<file path="config.mk">
export PLATFORM = sky130hd
export DESIGN_NAME = literal_escape_decoder_top
export DESIGN_NICKNAME = d
export VERILOG_FILES = /design/src/hdl/lit_esc_pkg.sv /design/src/hdl/lit_esc_front.sv /design/src/hdl/lit_esc_fifo.sv /design/src/hdl/lit_esc_back.sv /design/src/hdl/literal_escape_decoder_top.sv
export SDC_FILE = /design/constraint.sdc
export NUM_CORES = 1
export LEC_CHECK = 0
export BUFFER_PORTS_ARGS = -buffer_cell sky130_fd_sc_hd__buf_2
export CORE_AREA = 2 2 103 105
export DETAILED_ROUTE_END_ITERATION = 16
export DIE_AREA = 0 0 105 107
export MAX_ROUTING_LAYER = met4
export PLACE_DENSITY = 0.88
export SLEW_MARGIN = 20
export SYNTH_ARGS = -nofsm -noshare
export SYNTH_HDL_FRONTEND = slang
export SYNTH_SLANG_ARGS = --single-unit
</file>
<file path="constraint.sdc">
create_clock -name i_clk -period 3.27 [get_ports i_clk]
set_clock_uncertainty 0.15 [all_clocks]
set_input_delay 0.327 -clock i_clk [delete_from_list [all_inputs] [get_ports i_clk]]
set_output_delay 0.327 -clock i_clk [all_outputs]
set_load 0.05 [all_outputs]
</file>
<file path="src/hdl/lit_esc_pkg.sv">
// Package for the string literal escape decoder.
// Holds the character classification record, the decode mode codes of the back end
// (decode) and the helpers used by the front end (classify). No dependencies.
package lit_esc_pkg;

    localparam int unsigned QUEUE_DEPTH = 4;

    localparam logic [7:0] CH_BSLASH = 8'h5C;
    localparam logic [7:0] CH_LOWER_O = 8'h6F;
    localparam logic [7:0] CH_LOWER_X = 8'h78;
    localparam logic [7:0] CH_ZERO = 8'h30;
    localparam logic [7:0] CH_SEVEN = 8'h37;
    localparam logic [7:0] CH_NINE = 8'h39;
    localparam logic [7:0] CH_UPPER_A = 8'h41;
    localparam logic [7:0] CH_UPPER_F = 8'h46;
    localparam logic [7:0] CH_LOWER_A = 8'h61;
    localparam logic [7:0] CH_LOWER_F = 8'h66;
    localparam logic [7:0] HEX_LETTER_BASE = 8'd10;

    localparam logic [7:0] CH_LOWER_B = 8'h62;
    localparam logic [7:0] CH_LOWER_T = 8'h74;
    localparam logic [7:0] CH_LOWER_N = 8'h6E;
    localparam logic [7:0] CH_LOWER_V = 8'h76;
    localparam logic [7:0] CH_LOWER_FF = 8'h66;
    localparam logic [7:0] CH_LOWER_R = 8'h72;

    localparam logic [7:0] CODE_BELL = 8'd7;
    localparam logic [7:0] CODE_BACKSPACE = 8'd8;
    localparam logic [7:0] CODE_TAB = 8'd9;
    localparam logic [7:0] CODE_NEWLINE = 8'd10;
    localparam logic [7:0] CODE_VTAB = 8'd11;
    localparam logic [7:0] CODE_FORMFEED = 8'd12;
    localparam logic [7:0] CODE_RETURN = 8'd13;

    localparam logic [2:0] MODE_PLAIN = 3'd0;
    localparam logic [2:0] MODE_ESCAPE = 3'd1;
    localparam logic [2:0] MODE_OCTAL = 3'd2;
    localparam logic [2:0] MODE_HEX = 3'd3;
    localparam logic [2:0] MODE_DISCARD = 3'd4;

    localparam logic [1:0] OCT_DIGITS = 2'd3;
    localparam logic [1:0] HEX_DIGITS = 2'd2;

    // One classified character, as queued between front and back.
    typedef struct packed {
        logic [7:0] raw;
        logic       last;
        logic       is_bslash;
        logic       is_o;
        logic       is_x;
        logic       oct_ok;
        logic       hex_ok;
        logic [3:0] digit;
        logic [7:0] ctrl;
    } t_cls;

    function automatic logic [7:0] control_code(input logic [7:0] c);
        logic [7:0] code;
        begin
            unique case (c)
                CH_LOWER_A: code = CODE_BELL;
                CH_LOWER_B: code = CODE_BACKSPACE;
                CH_LOWER_T: code = CODE_TAB;
                CH_LOWER_N: code = CODE_NEWLINE;
                CH_LOWER_V: code = CODE_VTAB;
                CH_LOWER_FF: code = CODE_FORMFEED;
                CH_LOWER_R: code = CODE_RETURN;
                default: code = c;
            endcase
            return code;
        end
    endfunction

    function automatic t_cls classify(input logic [7:0] c, input logic last);
        t_cls       r;
        logic       is_dec;
        logic       is_up;
        logic       is_lo;
        logic [7:0] val;
        begin
            is_dec = (c >= CH_ZERO) && (c <= CH_NINE);
            is_up = (c >= CH_UPPER_A) && (c <= CH_UPPER_F);
            is_lo = (c >= CH_LOWER_A) && (c <= CH_LOWER_F);
            if (is_up) begin
                val = c - CH_UPPER_A + HEX_LETTER_BASE;
            end else if (is_lo) begin
                val = c - CH_LOWER_A + HEX_LETTER_BASE;
            end else begin
                val = c - CH_ZERO;
            end
            r.raw = c;
            r.last = last;
            r.is_bslash = (c == CH_BSLASH);
            r.is_o = (c == CH_LOWER_O);
            r.is_x = (c == CH_LOWER_X);
            r.oct_ok = (c >= CH_ZERO) && (c <= CH_SEVEN);
            r.hex_ok = is_dec || is_up || is_lo;
            r.digit = val[3:0];
            r.ctrl = control_code(c);
            return r;
        end
    endfunction

endpackage

</file>
<file path="src/hdl/lit_esc_front.sv">
// Front end of the escape decoder: takes input requests and classifies each character.
// Depends on lit_esc_pkg; feeds lit_esc_fifo.
module lit_esc_front
    import lit_esc_pkg::*;
(
    input  logic       i_valid,
    input  logic [7:0] i_in_byte,
    input  logic       i_end_of_string,
    input  logic       i_full,
    output logic       o_stall,
    output logic       o_push,
    output t_cls       o_cls
);

    // Hold off the sender while the queue has no room.
    assign o_stall = i_full;
    assign o_push = i_valid && !i_full;
    assign o_cls = classify(i_in_byte, i_end_of_string);

endmodule

</file>
<file path="src/hdl/lit_esc_fifo.sv">
// Short queue of classified characters between front and back.
// Depends on lit_esc_pkg for the entry type.
module lit_esc_fifo
    import lit_esc_pkg::*;
#(
    parameter int unsigned DEPTH = QUEUE_DEPTH
) (
    input  logic i_clk,
    input  logic i_rst_n,
    input  logic i_push,
    input  t_cls i_data,
    input  logic i_pop,
    output logic o_full,
    output logic o_empty,
    output t_cls o_data
);

    localparam int unsigned PW = (DEPTH > 1) ? $clog2(DEPTH) : 1;
    localparam int unsigned CW = $clog2(DEPTH + 1);

    t_cls          r_mem [DEPTH];
    logic [PW-1:0] r_wr_ptr;
    logic [PW-1:0] r_rd_ptr;
    logic [CW-1:0] r_count;
    logic [PW-1:0] n_wr_ptr;
    logic [PW-1:0] n_rd_ptr;
    logic [CW-1:0] n_count;
    logic          push_ok;
    logic          pop_ok;

    assign o_full = (r_count == CW'(DEPTH));
    assign o_empty = (r_count == '0);
    assign o_data = r_mem[r_rd_ptr];
    assign push_ok = i_push && !o_full;
    assign pop_ok = i_pop && !o_empty;

    always_comb begin
        n_wr_ptr = r_wr_ptr;
        n_rd_ptr = r_rd_ptr;
        n_count = r_count;
        if (push_ok) begin
            n_wr_ptr = (r_wr_ptr == PW'(DEPTH - 1)) ? '0 : r_wr_ptr + 1'b1;
        end
        if (pop_ok) begin
            n_rd_ptr = (r_rd_ptr == PW'(DEPTH - 1)) ? '0 : r_rd_ptr + 1'b1;
        end
        if (push_ok && !pop_ok) begin
            n_count = r_count + 1'b1;
        end else if (pop_ok && !push_ok) begin
            n_count = r_count - 1'b1;
        end
    end

    always_ff @(posedge i_clk) begin
        if (!i_rst_n) begin
            r_wr_ptr <= '0;
            r_rd_ptr <= '0;
            r_count <= '0;
        end else begin
            r_wr_ptr <= n_wr_ptr;
            r_rd_ptr <= n_rd_ptr;
            r_count <= n_count;
        end
    end

    always_ff @(posedge i_clk) begin
        if (push_ok) begin
            r_mem[r_wr_ptr] <= i_data;
        end
    end

`ifndef ASSERT_OFF
    a_count_bound: assert property (@(posedge i_clk) disable iff (!i_rst_n)
        r_count <= CW'(DEPTH))
        else $error("queue count above depth");

    a_count_ptrs: assert property (@(posedge i_clk) disable iff (!i_rst_n)
        (r_count == '0 || r_count == CW'(DEPTH)) |-> (r_wr_ptr == r_rd_ptr))
        else $error("queue pointers disagree with count");

    a_pop_moves: assert property (@(posedge i_clk) disable iff (!i_rst_n)
        (pop_ok && !push_ok) |=> (r_count == $past(r_count) - 1'b1))
        else $error("pop did not reduce count");
`endif

endmodule

</file>
<file path="src/hdl/lit_esc_back.sv">
// Back end of the escape decoder: runs the decode state machine on queued characters
// and holds each result in an output register. Depends on lit_esc_pkg.
module lit_esc_back
    import lit_esc_pkg::*;
(
    input  logic       i_clk,
    input  logic       i_rst_n,
    input  logic       i_empty,
    input  t_cls       i_cls,
    output logic       o_pop,
    input  logic       i_stall,
    output logic       o_valid,
    output logic [7:0] o_out_byte,
    output logic       o_byte_valid,
    output logic       o_escape_error,
    output logic       o_last_out
);

    logic [2:0] r_mode;
    logic [1:0] r_digits;
    logic [7:0] r_acc;
    logic       r_ovalid;
    logic [7:0] r_obyte;
    logic       r_obvalid;
    logic       r_oerr;
    logic       r_olast;

    logic [2:0] n_mode;
    logic [1:0] n_digits;
    logic [7:0] n_acc;
    logic       res;
    logic [7:0] res_byte;
    logic       err;
    logic       is_oct;
    logic       dig_ok;
    logic [1:0] need;

    // Advance when a character waits and the output register is free or draining.
    assign o_pop = !i_empty && (!r_ovalid || !i_stall);

    always_comb begin
        n_mode = r_mode;
        n_digits = r_digits;
        n_acc = r_acc;
        res = 1'b0;
        res_byte = i_cls.raw;
        err = 1'b0;
        is_oct = (r_mode == MODE_OCTAL);
        dig_ok = is_oct ? i_cls.oct_ok : i_cls.hex_ok;
        need = is_oct ? OCT_DIGITS : HEX_DIGITS;
        unique case (r_mode) inside
            MODE_ESCAPE: begin
                if (i_cls.is_o || i_cls.is_x) begin
                    n_mode = i_cls.is_o ? MODE_OCTAL : MODE_HEX;
                    n_digits = '0;
                    n_acc = '0;
                    err = i_cls.last;
                end else begin
                    n_mode = MODE_PLAIN;
                    res = 1'b1;
                    res_byte = i_cls.ctrl;
                end
            end
            MODE_OCTAL, MODE_HEX: begin
                if (!dig_ok) begin
                    err = 1'b1;
                end else begin
                    n_acc = is_oct ? {r_acc[4:0], i_cls.digit[2:0]}
                                   : {r_acc[3:0], i_cls.digit};
                    n_digits = r_digits + 1'b1;
                    if (n_digits >= need) begin
                        res = 1'b1;
                        res_byte = n_acc;
                        n_mode = MODE_PLAIN;
                        n_digits = '0;
                        n_acc = '0;
                    end else begin
                        err = i_cls.last;
                    end
                end
            end
            MODE_DISCARD: begin
                err = i_cls.last;
            end
            default: begin
                if (i_cls.is_bslash) begin
                    n_mode = MODE_ESCAPE;
                    err = i_cls.last;
                end else begin
                    n_mode = MODE_PLAIN;
                    res = 1'b1;
                end
            end
        endcase
        if (err) begin
            n_mode = MODE_DISCARD;
            n_digits = '0;
            n_acc = '0;
        end
        // Drop all escape state at the end of a literal.
        if (i_cls.last) begin
            n_mode = MODE_PLAIN;
            n_digits = '0;
            n_acc = '0;
        end
    end

    always_ff @(posedge i_clk) begin
        if (!i_rst_n) begin
            r_mode <= MODE_PLAIN;
            r_digits <= '0;
            r_acc <= '0;
            r_ovalid <= 1'b0;
        end else begin
            if (o_pop) begin
                r_mode <= n_mode;
                r_digits <= n_digits;
                r_acc <= n_acc;
                r_ovalid <= res || err;
            end else if (!i_stall) begin
                r_ovalid <= 1'b0;
            end
        end
    end

    always_ff @(posedge i_clk) begin
        if (o_pop) begin
            r_obyte <= err ? 8'd0 : res_byte;
            r_obvalid <= !err;
            r_oerr <= err;
            r_olast <= i_cls.last;
        end
    end

    assign o_valid = r_ovalid;
    assign o_out_byte = r_obyte;
    assign o_byte_valid = r_obvalid;
    assign o_escape_error = r_oerr;
    assign o_last_out = r_olast;

`ifndef ASSERT_OFF
    a_mode_legal: assert property (@(posedge i_clk) disable iff (!i_rst_n)
        r_mode <= MODE_DISCARD)
        else $error("decode mode out of range");

    a_digits_bound: assert property (@(posedge i_clk) disable iff (!i_rst_n)
        r_digits < OCT_DIGITS)
        else $error("digit count reached a full escape without clearing");

    a_last_clears: assert property (@(posedge i_clk) disable iff (!i_rst_n)
        (o_pop && i_cls.last) |=> (r_mode == MODE_PLAIN && r_digits == '0 && r_acc == '0))
        else $error("state not cleared after final character");

    a_last_gives_result: assert property (@(posedge i_clk) disable iff (!i_rst_n)
        (o_pop && i_cls.last) |=> (r_ovalid && r_olast))
        else $error("final character gave no result");

    a_error_shape: assert property (@(posedge i_clk) disable iff (!i_rst_n)
        (r_ovalid && r_oerr) |-> (!r_obvalid && r_obyte == 8'd0))
        else $error("error result carries a character");
`endif

endmodule

</file>
<file path="src/hdl/literal_escape_decoder_top.sv">
// String literal escape decoder: one byte in per cycle, at most one result per byte.
// An input byte is written into the queue, then decoded into the output register.
// Throughput: 1 byte per cycle while the queue has room and the output does not stall.
// Both sides stall on their own; the queue absorbs up to DEPTH bytes of output stall.
// Reset (i_rst_n low, synchronous) empties the queue, drops any pending result and
// returns the decoder to plain text mode; the block takes input as soon as reset is released.
module literal_escape_decoder_top
    import lit_esc_pkg::*;
#(
    parameter int unsigned DEPTH = QUEUE_DEPTH
) (
    input  logic       i_clk,
    input  logic       i_rst_n,
    input  logic       i_in_valid,
    output logic       o_in_stall,
    input  logic [7:0] i_in_byte,
    input  logic       i_end_of_string,
    output logic       o_out_valid,
    input  logic       i_out_stall,
    output logic [7:0] o_out_byte,
    output logic       o_byte_valid,
    output logic       o_escape_error,
    output logic       o_last_out
);

    t_cls front_cls;
    t_cls queue_cls;
    logic push;
    logic pop;
    logic full;
    logic empty;

    lit_esc_front u_front (
        .i_valid         (i_in_valid),
        .i_in_byte       (i_in_byte),
        .i_end_of_string (i_end_of_string),
        .i_full          (full),
        .o_stall         (o_in_stall),
        .o_push          (push),
        .o_cls           (front_cls)
    );

    lit_esc_fifo #(
        .DEPTH (DEPTH)
    ) u_fifo (
        .i_clk   (i_clk),
        .i_rst_n (i_rst_n),
        .i_push  (push),
        .i_data  (front_cls),
        .i_pop   (pop),
        .o_full  (full),
        .o_empty (empty),
        .o_data  (queue_cls)
    );

    lit_esc_back u_back (
        .i_clk          (i_clk),
        .i_rst_n        (i_rst_n),
        .i_empty        (empty),
        .i_cls          (queue_cls),
        .o_pop          (pop),
        .i_stall        (i_out_stall),
        .o_valid        (o_out_valid),
        .o_out_byte     (o_out_byte),
        .o_byte_valid   (o_byte_valid),
        .o_escape_error (o_escape_error),
        .o_last_out     (o_last_out)
    );

endmodule
</file>
# Word level (Yosys, flattened, before mapping)
# Memory sizes are Yosys's and may differ from the RTL's. A register that Yosys moved wholly into a read port is not among the register bits.
# Cells that the tools add are included.
# op_classes
addsub	10
order_cmp	8
eq_ne	22
mux	50
n_reduce_logical	28
# ops
operator	count
== test 8 x 7 -> 1 bit, second input constant	10
case mux 8 bit (7 select lines)	1
2-to-1 mux 8 bit	4
2-to-1 mux 5 bit	5
2-to-1 mux 3 bit	7
2-to-1 mux 2 bit	9
greater-or-equal comparator 8 x 7 -> 1 bit, second input constant	2
less-or-equal comparator 8 x 6 -> 1 bit, second input constant	2
less-or-equal comparator 8 x 7 -> 1 bit, second input constant	2
2-to-1 mux 1 bit	16
case mux 8 bit (2 select lines)	1
subtractor 4 x 1 -> 4 bit, second input constant	3
logical AND 1 bit	10
case mux 5 bit (2 select lines)	1
case mux 3 bit (3 select lines)	1
adder 4 bit, second input constant	2
greater-or-equal comparator 8 x 6 -> 1 bit, second input constant	1
2-to-1 mux 4 bit	2
!= test 4 x 1 -> 1 bit, second input constant	2
AND reduction 4 bit	2
zero test 1 bit	7
adder 2 x 1 -> 2 bit, second input constant	3
== test 3 x 2 -> 1 bit, second input constant	2
== test 3 bit, second input constant	2
15 further kinds	21
# totals
ff_bits	29
ram_bits	104
in_bits	13
out_inout_bits	13
wordCells	130
mem_count	1
# mem_list
name	words	width	read_ports	rd_clocked_by_memory_dff	wr	line_no	text
u_fifo.r_mem	4	26	1	1	1	lit_esc_fifo.sv:21	t_cls r_mem [DEPTH];

# Longest topological paths before layout
# logic_depth
word_depth	8
depth_mapped	10
depth_no_buf	8

# By module
# A second synthesis with hierarchy kept.
# hier_totals
hier_cells	381
hier_area_um2	6045.8
# by_module_without_submodules
module	n_inst	cells_per_inst	area_each_um2	seq_area_each_um2
lit_esc_fifo	1	187	4277.9	3303.2
lit_esc_back	1	118	1216.2	550.5
lit_esc_front	1	76	551.8	0.0

# Worst setup path before layout
# No wires, ideal clock.
# synth_path
path_kind	reg2reg
startpoint	reg u_fifo.r_count[2]
endpoint	reg u_fifo.r_count[2]
setup_time_ns	0.071
t_arrival_ns	2.822
path_slack_ns	0.228
path_stages_with_launch	10
path_buffers	1
synth_period_minus_slack_ns	3.042
cell_sequence	dfxtp_1 nor3b_1 nor2b_1 clkbuf_1 ha_1 inv_1 fa_1 xor2_1 or3_1 a21oi_1
# synth_via
elab_chain_len	7
# synth_rtl
element	line_no	text
from (decl)	lit_esc_fifo.sv:24	logic [CW-1:0] r_count;
from (signal assigned)	lit_esc_fifo.sv:62	r_count <= n_count;
== test 3 bit (*)	lit_esc_fifo.sv:31	assign o_full = (r_count == CW'(DEPTH));
named net o_in_stall	literal_escape_decoder_top.sv:15	output logic o_in_stall,
zero test 1 bit (*)	lit_esc_front.sv:17, lit_esc_fifo.sv:34	
logical AND 1 bit	lit_esc_front.sv:17	assign o_push = i_valid && !i_full;
logical AND 1 bit (*)	lit_esc_fifo.sv:34	assign push_ok = i_push && !o_full;
named net u_fifo.push_ok	lit_esc_fifo.sv:28	logic push_ok;
zero test 1 bit	lit_esc_fifo.sv:49	end else if (pop_ok && !push_ok) begin
logical AND 1 bit	lit_esc_fifo.sv:49	
nonzero test 2 bit (no source line)	n/a	
# The timed path passes the listed nets; every way through them passes the cells marked *. The select of a mux whose other input is x is not followed.
# A chain may end at the register's enable or synchronous reset.

# Worst setup path in the final report
# layout_path
startpoint	reg u_back.r_mode[2]
endpoint	reg u_back.r_obyte[7], in the netlist u_back.o_out_byte[7] (data pin)
# layout_via
elab_chain_len	6
# layout_rtl
element	line_no	text
from (decl)	lit_esc_back.sv:19	logic [2:0] r_mode;
from (signal assigned)	lit_esc_back.sv:116	r_mode <= n_mode;
== test 3 x 2 -> 1 bit	lit_esc_back.sv:48	is_oct = (r_mode == MODE_OCTAL);
2-to-1 mux 1 bit	lit_esc_back.sv:50	need = is_oct ? OCT_DIGITS : HEX_DIGITS;
greater-or-equal comparator 2 bit	lit_esc_back.sv:71	if (n_digits >= need) begin
2-to-1 mux 1 bit / 2-to-1 mux 8 bit (equally long branches)	lit_esc_back.sv:71	
2-to-1 mux 1 bit / 2-to-1 mux 8 bit (equally long branches)	lit_esc_back.sv:65	if (!dig_ok) begin
case mux 1 bit (3 select lines) / case mux 8 bit (2 select lines) (equally long branches)	lit_esc_back.sv:51	unique case (r_mode) inside
to (signal assigned)	lit_esc_back.sv:128	r_obyte <= err ? 8'd0 : res_byte;
to (decl)	lit_esc_back.sv:23	logic [7:0] r_obyte;
# Parallel ways exist; a longest one is shown, timed or not.

==> impl_metrics.csv <==
group,metric,value,unit
layout,layout-drive-gt1-share,22.9,%
synthesis,yosysSeqAreaShare,65.3,%
timing,fin_ws,407,ps
die,die_x,105,um
power,power_density,859,nW/um^2
clock_network,cts_tree,"done",
timing,setup_tns,0,ps
detailed_routing,antenna_left,0,
clock_network,cts_buffer_depth,2,
power,ir_drop,0.401,mV
synthesis,synth-edff-count,115,
synthesis,synth_most_common_cell,"edfxtp_1",
clock_network,clkSlewWorstSetupHoldPaths,70,ps
detailed_routing,drtIter0Drc,310,
setup_path,worstPathRequired,3370,ps
timing,worst_hold_slack,20.8,ps
die,die_h,107,um
run_status,status,"finished clean",
synthesis,synth-async-reset-ratio,0,%
synthesis,synth_warnings,0,
synthesis,synth_ff_type,"edfxtp_1",
grt,grt_max_degree,27,
setup_path,start_kind,"register",
timing,finalCritPeriodShare,87.5,%
setup_path,critical_path_class,"register to register",
setup_path,cp_cell_sequence,"nand2b_1 > nor2_1 > ha_1 > nand2b_1 > a21o_1 > a21oi_1 > a311o_1 > a21oi_1",
worst_hold_path,worstHoldPathType,"primary input to register",
setup_path,slowest_delay,470,ps
timing,slew_viol_final,0,
setup_path,critPathArrivalTime,2970,ps
clock_network,numClockSinks,135,
die,core-area,10100,um^2
timing,tightest_slew,877,ps
layout,antenna_cells,0,
timing,min_period,2860,ps
grt,grt_overflow,0,
synthesis,synth_top_area_share,58.5,%
die,io_pins,26,
setup_path,path_delay_family,"compound AO/OA/AOI/OAI gates",
grt,antenna_found_initial,0,
setup_path,cp-end-kind,"register",
synthesis,synth_cells,393,
detailed_routing,num_vias,3572,
synthesis,synth_commonest_cells,"edfxtp_1, a21oi_1, mux4_2",
synthesis,synth_area,5900,um^2
setup_path,critical_path_peak_fanout,10,
timing,rsz0062_at_grt,"no",
setup_path,cp_slowest_cell,"a311o_1",
grt,grt_pass1_wl,19000,um
setup_path,cp_num_buf_inv,0,
layout,area_delta_synth_final,14.9,%
clock_network,clock_latency,530,ps
clock_network,cts_made_buffers,17,
layout,nNetsFinal,459,
detailed_routing,drt-vias-per-instance,6.15,
synthesis,synth_area_per_cell,15.0,um^2
place,dp_slack,523,ps
detailed_routing,routed_wirelength,12100,um
synthesis,ys_ff_latch,135,
timing,finalHoldViolations,0,
die,die_area,11200,um^2
synthesis,yosysTopAreaCell,"edfxtp_1",
detailed_routing,drc,0,
die,rows,37,
grt,grtUsageTotal,23.6,%
synthesis,synthTopCellsByArea,"edfxtp_1, mux4_2, dfxtp_1",
timing,setup_viol,0,
die,initial_core_util,58.4,%
synthesis,synth_cell_types,56,
place,port_buffers,25,
detailed_routing,first_pass_iters,5,
synthesis,synth_nets,420,
place,hpwl,7650,um
clock_network,cts_root_buf,"clkbuf_8",
clock_network,htreeDepth,4,
run,cap_violations,0,
timing,fmax,349,MHz
place,gp_congestion,0.918,
grt,grt_pass1_vias,3658,
clock_network,cts_resized,0,
timing,maxSlewHeadroom,40.7,%
detailed_routing,post_drt_wl_per_cell,20.8,um
power,p_leak,2.31,nW
cell type report:
cell class / count / area (um^2)
Clock buffer: 17 / 414
Tap cell: 136 / 170
Timing Repair Buffer: 38 / 240
Inverter: 18 / 67.6
Clock inverter: 15 / 149
Multi-Input combinational cell: 222 / 1880
Sequential cell: 135 / 3850
Fill cell: 671 / 3320
logic make-up (layout without fill, tap and decap cells):
family          after synthesis  count (layout)  share of synthesized area (%)
compound gates               72              72                           8.06
xor+xnor                      4               4                          0.594
fa+ha+maj                    14              14                           3.10
buf+inv                      36              88                           2.80
flops                       135             135                           65.3
mux                          39              39                           11.6
simple gates                 93              93                           8.49
registers in the layout (all words and copies together) (netlist names), 2 cells and up, named ones only:
signal and count:
u_fifo.r_wr_ptr 2, u_back.r_digits 2, u_back.r_mode 3, u_back.o_out_byte 8, u_fifo.r_rd_ptr 2, u_back.r_acc 5
u_fifo.r_count 3, u_fifo.r_mem 104
power breakdown:
group | internal, mW | switching, mW | total [mW]
clock | 0.977 | 0.822 | 1.80
combinational | 0.612 | 1.08 | 1.69
sequential | 2.18 | 0.153 | 2.33
total | 3.77 | 2.06 | 5.82
worst paths after layout:
check | startpoint | endpoint | slack (ps) | depth (start not counted)
worst max-delay path | u_back.r_mode[2] | u_back.o_out_byte[7] | 410 | 8
worst min-delay path | i_in_byte[4] | u_fifo.r_mem[2][22] | 20 | 1
worst max register to register | u_back.r_mode[2] | u_back.o_out_byte[7] | 410 | 8
worst min register to register | u_back.r_digits[1] | u_back.r_digits[1] | 350 | 2
per-stage QoR:
stage	area, um^2	util, %	power (mW)	std cells
5_1_grt	6780	67.1	6.06	581
2_1_floorplan	5900	-	3.63	393
6_report	6780	67.1	5.82	581
3_5_place_dp	6140	60.9	4.04	542
4_1_cts	6780	67.1	5.83	581
3_3_place_gp	6140	60.9	3.96	542
worst reg2reg max path: stages, from the launching register on:
cell,delay (ps)
dfxtp_1,370
nand2b_1,340
nor2_1,290
ha_1,270
nand2b_1,180
a21o_1,200
a21oi_1,210
a311o_1,470
a21oi_1,110
metal layers:
| layer | vias up | wire (um) | GRT usage [%] |
|---|---|---|---|
| met5 | - | 0 | - |
| met4 | 0 | 297 | 8.76 |
| met3 | 33 | 795 | 6.14 |
| met2 | 169 | 6260 | 39.6 |
| met1 | 1772 | 4720 | 27.7 |
| li1 | 1598 | - | - |
timing repair:
item,CTS,global route
hold endpoints to repair,31,0
setup buffers,0,0
hold buffers,7,0
placed cells by master (no fill, tap or decap), drive strengths merged, types with 6 or more instances in the layout:
cell,synthesis,layout
edfxtp,115,115
buf,8,31
inv,18,28
a21oi,26,26
mux4,23,23
nand2,20,20
dfxtp,20,20
nor2,19,19
clkbuf,10,17
o21ai,14,14
nand3,13,13
ha,13,13
mux2i,10,10
and2,8,8
nand2b,7,7
a22oi,7,7
dlygate4sd3,0,7
mux2,6,6
Power figures use the tool's default switching activity.
